==> config.mk <==
export PLATFORM = sky130hd
export DESIGN_NAME = lz4d_ctrl
export DESIGN_NICKNAME = d
export VERILOG_FILES = /design/src/rtl/core/lz4d_pkg.sv /design/src/rtl/core/lz4d_ctrl.sv
export SDC_FILE = /design/constraint.sdc
export NUM_CORES = 1
export LEC_CHECK = 0
export BUFFER_PORTS_ARGS = -buffer_cell sky130_fd_sc_hd__buf_2
export CAP_MARGIN = 20
export CORE_MARGIN = 1
export CORE_UTILIZATION = 25
export CTS_CLUSTER_DIAMETER = 60
export DETAILED_ROUTE_END_ITERATION = 8
export HOLD_SLACK_MARGIN = 0.03
export PLACE_DENSITY_LB_ADDON = 0.05
export SYNTH_ARGS = -nofsm -noshare
export SYNTH_HDL_FRONTEND = slang
export SYNTH_SLANG_ARGS = --single-unit
export TNS_END_PERCENT = 100
==> constraint.sdc <==
create_clock -name clk -period 8 [get_ports clk]
set_input_delay 1.6 -clock clk [delete_from_list [all_inputs] [get_ports clk]]
set_output_delay 1.6 -clock clk [all_outputs]
set_load 0.02 [all_outputs]
==> src/rtl/core/lz4d_pkg.sv <==
// Shared constants, codes and types of the LZ4 block decompressor.
// No dependencies; every other file of the block but lz4d_ram imports this package.
package lz4d_pkg;

  // History window, a power of two between 1024 and 65536
  localparam int WINDOW_BYTES = 65536;
  localparam int HIST_AW      = $clog2(WINDOW_BYTES);
  localparam int LENGTH_BITS  = 24;

  localparam logic [LENGTH_BITS-1:0] LEN_MAX   = {LENGTH_BITS{1'b1}};
  localparam logic [LENGTH_BITS-1:0] CAP_RESET = LENGTH_BITS'(65536);

  localparam logic [1:0] OP_FEED  = 2'd0;
  localparam logic [1:0] OP_PULL  = 2'd1;
  localparam logic [1:0] OP_START = 2'd2;

  localparam logic [2:0] ST_WORKING  = 3'd0;
  localparam logic [2:0] ST_OK       = 3'd1;
  localparam logic [2:0] ST_TRUNC    = 3'd2;
  localparam logic [2:0] ST_OFFSET   = 3'd3;
  localparam logic [2:0] ST_CAPACITY = 3'd4;
  localparam logic [2:0] ST_REFUSED  = 3'd5;

  // Result of one item as decided by the sequence parser
  typedef struct packed {
    logic                   is_pull;
    logic                   out_valid;
    logic [7:0]             lit_byte;
    logic [2:0]             status;
    logic [LENGTH_BITS-1:0] copy_left;
    logic [LENGTH_BITS-1:0] out_length;
    logic [HIST_AW-1:0]     waddr;
    logic [HIST_AW-1:0]     raddr;
  } lz4d_res_t;

endpackage

==> src/rtl/core/lz4d_ctrl.sv <==
// Sequence parser of the LZ4 block decompressor: token, lengths, offsets,
// error checks and the block counters. Depends on lz4d_pkg.
module lz4d_ctrl import lz4d_pkg::*; (
  input  logic                   clk,
  input  logic                   rst_n,
  input  logic                   cfg_we,
  input  logic [LENGTH_BITS-1:0] cfg_data,
  input  logic                   acc,
  input  logic [1:0]             op,
  input  logic [7:0]             in_byte,
  input  logic                   in_last,
  output lz4d_res_t              res
);

  typedef enum logic [8:0] {
    PH_TOKEN     = 9'b000000001,
    PH_LIT_EXT   = 9'b000000010,
    PH_LITERAL   = 9'b000000100,
    PH_OFF_LO    = 9'b000001000,
    PH_OFF_HI    = 9'b000010000,
    PH_MATCH_EXT = 9'b000100000,
    PH_COPY      = 9'b001000000,
    PH_DONE      = 9'b010000000,
    PH_FAILED    = 9'b100000000
  } phase_t;

  localparam logic [16:0] WIN_LIM = 17'(WINDOW_BYTES);

  phase_t                 phase_r, phase_nxt;
  logic [3:0]             mn_r, mn_nxt;
  logic [LENGTH_BITS-1:0] ll_r, ll_nxt;
  logic [LENGTH_BITS-1:0] ml_r, ml_nxt;
  logic [15:0]            dist_r, dist_nxt;
  logic [LENGTH_BITS-1:0] prod_r, prod_nxt;
  logic                   last_r, last_nxt;
  logic [LENGTH_BITS-1:0] cap_r;

  function automatic logic [LENGTH_BITS-1:0] sat3(input logic [LENGTH_BITS-1:0] a,
                                                  input logic [7:0] b,
                                                  input logic [2:0] c);
    logic [LENGTH_BITS+1:0] s;
    s = {2'b00, a} + (LENGTH_BITS+2)'(b) + (LENGTH_BITS+2)'(c);
    return (s > (LENGTH_BITS+2)'(LEN_MAX)) ? LEN_MAX : s[LENGTH_BITS-1:0];
  endfunction

  function automatic logic fits(input logic [LENGTH_BITS-1:0] len,
                                input logic [LENGTH_BITS-1:0] cap,
                                input logic [LENGTH_BITS-1:0] prod);
    logic [LENGTH_BITS-1:0] room;
    room = (cap > prod) ? cap - prod : '0;
    return len <= room;
  endfunction

  always_comb begin
    logic                   llk, mlk, fail;
    logic [2:0]             fail_code;
    logic [LENGTH_BITS-1:0] ll_v, ml_v, ll_dec, ml_dec;
    logic [15:0]            d;

    phase_nxt = phase_r;
    mn_nxt    = mn_r;
    ll_nxt    = ll_r;
    ml_nxt    = ml_r;
    dist_nxt  = dist_r;
    prod_nxt  = prod_r;
    last_nxt  = last_r;

    llk       = 1'b0;
    mlk       = 1'b0;
    fail      = 1'b0;
    fail_code = ST_TRUNC;
    ll_v      = ll_r;
    ml_v      = ml_r;
    ll_dec    = ll_r - LENGTH_BITS'(1);
    ml_dec    = ml_r - LENGTH_BITS'(1);
    d         = {in_byte, dist_r[7:0]};

    res            = '0;
    res.status     = ST_WORKING;
    res.waddr      = prod_r[HIST_AW-1:0];
    res.raddr      = prod_r[HIST_AW-1:0] - dist_r[HIST_AW-1:0];

    if (op == OP_START) begin
      phase_nxt = PH_TOKEN;
      mn_nxt    = '0;
      ll_nxt    = '0;
      ml_nxt    = '0;
      dist_nxt  = '0;
      prod_nxt  = '0;
      last_nxt  = 1'b0;
    end else if (op == OP_FEED && phase_r != PH_COPY) begin
      case (phase_r)
        PH_TOKEN: begin
          mn_nxt = in_byte[3:0];
          ll_v   = LENGTH_BITS'(in_byte[7:4]);
          ll_nxt = ll_v;
          if (in_byte[7:4] == 4'hF) begin
            if (in_last) begin
              fail = 1'b1;
            end else begin
              phase_nxt = PH_LIT_EXT;
            end
          end else begin
            llk = 1'b1;
          end
        end
        PH_LIT_EXT: begin
          ll_v   = sat3(ll_r, in_byte, 3'd0);
          ll_nxt = ll_v;
          if (in_byte == 8'hFF) begin
            fail = in_last;
          end else begin
            llk = 1'b1;
          end
        end
        PH_LITERAL: begin
          res.out_valid = 1'b1;
          res.lit_byte  = in_byte;
          prod_nxt      = prod_r + LENGTH_BITS'(1);
          ll_nxt        = ll_dec;
          if (ll_dec != '0) begin
            fail = in_last;
          end else if (in_last) begin
            phase_nxt  = PH_DONE;
            res.status = ST_OK;
          end else begin
            phase_nxt = PH_OFF_LO;
          end
        end
        PH_OFF_LO: begin
          dist_nxt = {8'h00, in_byte};
          if (in_last) begin
            fail = 1'b1;
          end else begin
            phase_nxt = PH_OFF_HI;
          end
        end
        PH_OFF_HI: begin
          dist_nxt = d;
          if (d == 16'd0 || LENGTH_BITS'(d) > prod_r || {1'b0, d} > WIN_LIM) begin
            fail      = 1'b1;
            fail_code = ST_OFFSET;
          end else if (mn_r == 4'hF) begin
            ml_nxt = LENGTH_BITS'(mn_r);
            if (in_last) begin
              fail = 1'b1;
            end else begin
              phase_nxt = PH_MATCH_EXT;
            end
          end else begin
            ml_v = LENGTH_BITS'(mn_r) + LENGTH_BITS'(4);
            mlk  = 1'b1;
          end
        end
        PH_MATCH_EXT: begin
          if (in_byte == 8'hFF) begin
            ml_nxt = sat3(ml_r, in_byte, 3'd0);
            fail   = in_last;
          end else begin
            ml_v = sat3(ml_r, in_byte, 3'd4);
            mlk  = 1'b1;
          end
        end
        default: begin
          res.status = ST_REFUSED;
        end
      endcase
    end else if (op == OP_PULL && phase_r == PH_COPY) begin
      res.is_pull   = 1'b1;
      res.out_valid = 1'b1;
      prod_nxt      = prod_r + LENGTH_BITS'(1);
      ml_nxt        = ml_dec;
      if (ml_dec == '0) begin
        if (last_r) begin
          phase_nxt  = PH_DONE;
          res.status = ST_OK;
        end else begin
          phase_nxt = PH_TOKEN;
        end
      end
    end else begin
      res.status = ST_REFUSED;
    end

    // literal length is final: route the sequence on
    if (llk) begin
      if (ll_v == '0) begin
        if (in_last) begin
          phase_nxt  = PH_DONE;
          res.status = ST_OK;
        end else begin
          phase_nxt = PH_OFF_LO;
        end
      end else if (in_last) begin
        fail = 1'b1;
      end else if (!fits(ll_v, cap_r, prod_r)) begin
        fail      = 1'b1;
        fail_code = ST_CAPACITY;
      end else begin
        phase_nxt = PH_LITERAL;
      end
    end

    // match length (with the 4 added) is final: queue the copy, or fail if it does not fit
    if (mlk) begin
      ml_nxt = ml_v;
      if (!fits(ml_v, cap_r, prod_r)) begin
        fail      = 1'b1;
        fail_code = ST_CAPACITY;
      end else begin
        last_nxt  = in_last;
        phase_nxt = PH_COPY;
      end
    end

    // drop queued lengths and stop the block
    if (fail) begin
      phase_nxt  = PH_FAILED;
      ll_nxt     = '0;
      ml_nxt     = '0;
      res.status = fail_code;
    end

    res.copy_left  = ml_nxt;
    res.out_length = prod_nxt;
  end

  always_ff @(posedge clk) begin
    if (!rst_n) begin
      phase_r <= PH_TOKEN;
      mn_r    <= '0;
      ll_r    <= '0;
      ml_r    <= '0;
      dist_r  <= '0;
      prod_r  <= '0;
      last_r  <= 1'b0;
      cap_r   <= CAP_RESET;
    end else begin
      if (acc) begin
        phase_r <= phase_nxt;
        mn_r    <= mn_nxt;
        ll_r    <= ll_nxt;
        ml_r    <= ml_nxt;
        dist_r  <= dist_nxt;
        prod_r  <= prod_nxt;
        last_r  <= last_nxt;
      end
      if (cfg_we) begin
        cap_r <= cfg_data;
      end
    end
  end

`ifndef ASSERT_OFF
  // a match copy is only ever queued with a length
  a_copy_len: assert property (@(posedge clk) disable iff (!rst_n)
    phase_r == PH_COPY |-> ml_r != '0)
    else $error("copy phase with no match bytes left");

  // literal run in progress always has bytes left
  a_lit_len: assert property (@(posedge clk) disable iff (!rst_n)
    phase_r == PH_LITERAL |-> ll_r != '0)
    else $error("literal phase with empty run");

  // a failed block carries no queued lengths
  a_fail_clear: assert property (@(posedge clk) disable iff (!rst_n)
    phase_r == PH_FAILED |-> (ll_r == '0 && ml_r == '0))
    else $error("lengths left after failure");
`endif

endmodule
== Word level (Yosys, flattened, before mapping) ==
Cells that the tools add are included.

* Bits in registers: 126
* Input bits: 39

* Multiplexer cells: 112
* Add/sub/neg operators: 9
* Reduce and logical (&&, ||, !) cells: 21
* Order comparisons: 8
* Equality and inequality tests: 14

{| class="wikitable"
|+ Operators with widths
! operator !! count
|-
| $mux 24 || 26
|-
| $mux 9 || 19
|-
| $pmux 24 s2 || 3
|-
| $pmux 24 s3 || 1
|-
| $gt 26x24->1 const B || 2
|-
| $add 24x8->25 || 2
|-
| $le 24x24->1 || 2
|-
| $logic_not 24->1 || 2
|-
| $sub 24x1->24 const B || 2
|-
| $mux 3 || 12
|-
| $pmux 9 s4 || 1
|-
| $mux 1 || 35
|-
| $mux 16 || 2
|-
| $pmux 16 s2 || 1
|-
| $add 25x3->26 const B || 1
|-
| $gt 25x24->1 const B || 1
|-
| $add 24x1->24 const B || 1
|-
| $gt 16x24->1 || 1
|-
| $gt 24x24->1 || 1
|-
| $mux 8 || 3
|-
| $reduce_bool 24->1 || 1
|-
| $sub 24x24->24 || 1
|-
| $gt 16x17->1 const B || 1
|-
| $logic_not 16->1 || 1
|-
| other kinds (31) || 42
|}

== Logic depth before layout (Yosys ltp) ==
* Depth in word-level cells: 15
* Depth in mapped cells: 28

== Worst setup path after synthesis ==
Ideal clock, no wire load.

* Kind: input to output
* Start: input port in_byte[6]
* End: output port res[61] (netlist name)
* Setup slack: -354 ps
* Cell stages on the path: 23
* Arrival: 6754 ps
* Cells stage by stage: ha_1 -> or3_1 -> buf_2 -> a211o_1 -> and2_4 -> or4_4 -> a31oi_4 -> nand4bb_4 -> o21a_4 -> buf_2 -> a211o_1 -> a21oi_1 -> ha_1 -> a21oi_1 -> o21ai_0 -> a211oi_1 -> o21a_1 -> a211oi_1 -> o31ai_1 -> o21a_1 -> nand2_2 -> buf_2 -> nor3_1

{| class="wikitable"
|+ RTL lines
! what !! line !! text
|-
| start: declaration || lz4d_ctrl.sv:10 || <nowiki>input logic [7:0] in_byte,</nowiki>
|-
| end: declaration || lz4d_ctrl.sv:12 || <nowiki>output lz4d_res_t res</nowiki>
|}

==> reports/qor.csv <==
metric,value,unit
antenna_found_initial,3,
synth_top_flop_cell,dfxtp_1,
setup.worst_path.class,in2out,
tightest_slew,1.188,ns
netlist_instances,2375,
synth_top_family_by_area,compound AO/OA/AOI/OAI gates,
wl_per_cell,25.22,um
leakage,0.008909,uW
yosys_register_bits,126,
arrival,6.86,ns
place_congestion,0.9535,
n_fill_cell,6982,
synthSimpleGateAreaFrac,0.3020,
drc,0,
cts_hold_buf,0,
critPathRequiredTime,6.40,ns
drtIter0Drc,1994,
critPathCaptureType,output pin,
grt_pass1_vias,19551,
port_buffers,131,
synth-xor-area-share,0.04154,
fin_ws,-0.4568,ns
num_vias,20235,
slew_viol_final,0,
async_flop_share,0,
syn_avg_cell_area,6.835,um^2
yosysSeqAreaShare,0.1554,
ios,132,
setup_viol,26,
syn-num-nets,2544,
drive_gt1_frac,0.2415,
final_area,0.02157,mm^2
min_period,8.457,ns
synth_top_area_share,0.1554,
slew_headroom,0.2021,
violations,setup timing,
cp_slowest_cell,or4_4,
multi_input_area,0.01316,mm^2
synthTopCellsByArea,"dfxtp_1, ha_1, nand2_1, o21ai_0, a21oi_1",
p_per_area,102.3,mW/mm^2
cap_violations,0,
yosys-top-cells-count,"nand2_1, nor2_1, o21ai_0",
p_comb_frac,0.341,
nNetsFinal,2922,
die_area,0.06596,mm^2
rrSetupSlack,1.71,ns
cts.sinks,126,
clk_pin_slew,0.06,ns
rsz0062_at_grt,yes,
vias_per_cell,5.587,
hp-class,reg2reg,
intPower,1371,uW
firstDrtPassIters,5,
fin_worst_skew,0.02212,ns
hold_viol,0,
die_height,256.8,um
start_kind,input port,
syn_to_final_growth,32.88,%
outcome,"complete, but fails checks",
cts_tree,done,
final_antenna_net_count,0,
power_frac_seq,0.297,
grt_usage,0.2727,
die_w,256.8,um
start_util,0.2523,
yosysWarnings,0,
dpl.hpwl,73.42,mm
synth_compound_area_frac,0.3052,
regArea,0.002522,mm^2
crit_path_max_fanout,7,
syn-cell-area,0.01623,mm^2
synth_top_area_cell,dfxtp_1,
slowest_delay,0.55,ns
cts.path.max_buffers,2,
grt_pass1_wl,133.9,mm
crit_top_cell,buf_6,
pwr-share-clk,0.362,
grt_max_degree,72,
clock-root-buffer,clkbuf_16,
fmax,118.2,MHz
h-tree-depth,4,
synth.area.mux_share,0.02867,
detail_route.wirelength,91.33,mm
rows,93,
final_util,0.3352,
synth_cell_types,95,
peakVddDrop,0.1415,mV
overflow,0,
switchingPower,836.6,uW
synthMostInstantiatedCell,nand2_1,
p_sw_frac,0.3790,
synth-adder-area-share,0.1021,
synth-edff-count,0,
core_area,0.06435,mm^2
cts_buffers,17,
period_share,1.057,
place_area,0.02023,mm^2
clk_latency,0.51,ns
## registers in the layout, summed over array words and instances (netlist names)
signal	flops
cap_r	24
ll_r	24
ml_r	24
prod_r	24
dist_r	16
phase_r	9
mn_r	4
last_r	1
## layer usage
layer / vias up / track usage / routed length (um) / share of wire
li1: 9572 / - / - / -
met1: 9742 / 0.3805 / 43070 / 0.47
met2: 793 / 0.4218 / 39540 / 0.43
met3: 126 / 0.03747 / 5407 / 0.059
met4: 2 / 0.1023 / 3297 / 0.036
met5: - / 0 / 11 / 0.00012
## logic make-up (layout without fill, tap and decap cells)
kind of cell	count (synthesis)	after routing
simple gates	981	981
compound gates	758	758
buf+inv	257	648
fa+ha+maj	130	130
flops	126	126
xor+xnor	77	77
mux	46	46
other cells	0	1
## worst paths after layout
kind,start,endpoint,cells after the start
max reg2reg,ml_r[5],ml_r[19],29
min,dist_r[13],dist_r[13],2
min reg2reg,dist_r[13],dist_r[13],2
max,in_byte[0],res[76],29
## cell usage in the layout (no fill, tap or decap), types with 26 or more instances in the layout
cell type and n:
buf_4 371, nand2_1 250, nor2_1 204, o21ai_0 175, a21oi_1 166, dfxtp_1 126, ha_1 121, buf_2 105
inv_1 94, nor3_1 82, nand3_1 81, nor2b_1 68, nand4_1 60, xnor2_1 59, nor4_1 45, mux2i_1 42
a211oi_1 37, a21o_1 32, buf_6 32, o211ai_1 28, o31ai_1 27, a31oi_1 26
## through the flow
stage	TNS (ns)	cells	total power (uW)	setup WS [ns]	hold WS [ns]
floorplan	0	2375	1096	0.02933	0.4410
global placement	-19.24	3559	1378	-0.7963	0.4668
CTS	-10.06	3606	2208	-0.4645	0.4813
detailed placement	-21.02	3561	1377	-0.8814	0.4718
finish	-11.09	3622	2207	-0.4568	0.4748
global route	-15.80	3622	2318	-0.6497	0.4975
## area by class of cell
cell class | instances | share of cell area
inverter | 97 | 0.01688
antenna | 1 | 0.0001160
multi-input combinational | 1992 | 0.6102
timing repair buffer | 519 | 0.1807
clock inverter | 11 | 0.004234
clock buffer | 21 | 0.02135
tap | 855 | 0.04959
sequential | 126 | 0.1169
## power groups by stage
stage                     clock network (uW)  registers [uW]  logic, uW
after global routing                     842             658        819
final                                    799             656        752
after global placement                     0             670        708
after detailed placement                   0             670        707
after CTS                                822             656        730
after floorplan                            0             664        432
## worst max-delay path, delay by kind of cell
family | cells | cell delay [ns]
AO/OA/AOI/OAI | 10 | 2.02
adder cells (fa/ha/maj) | 2 | 0.36
buffers and inverters | 9 | 1.27
AND/OR/NAND/NOR | 8 | 1.57
## timing repair
| action | in CTS | in global routing |
|---|---|---|
| buffers inserted | 11 | 17 |
| resized for setup | 93 | 44 |
| gates cloned | 2 | 0 |
| pin swaps | 40 | 42 |
| endpoints found under the setup margin | 26 | 26 |
Power figures use the tool's default switching activity.
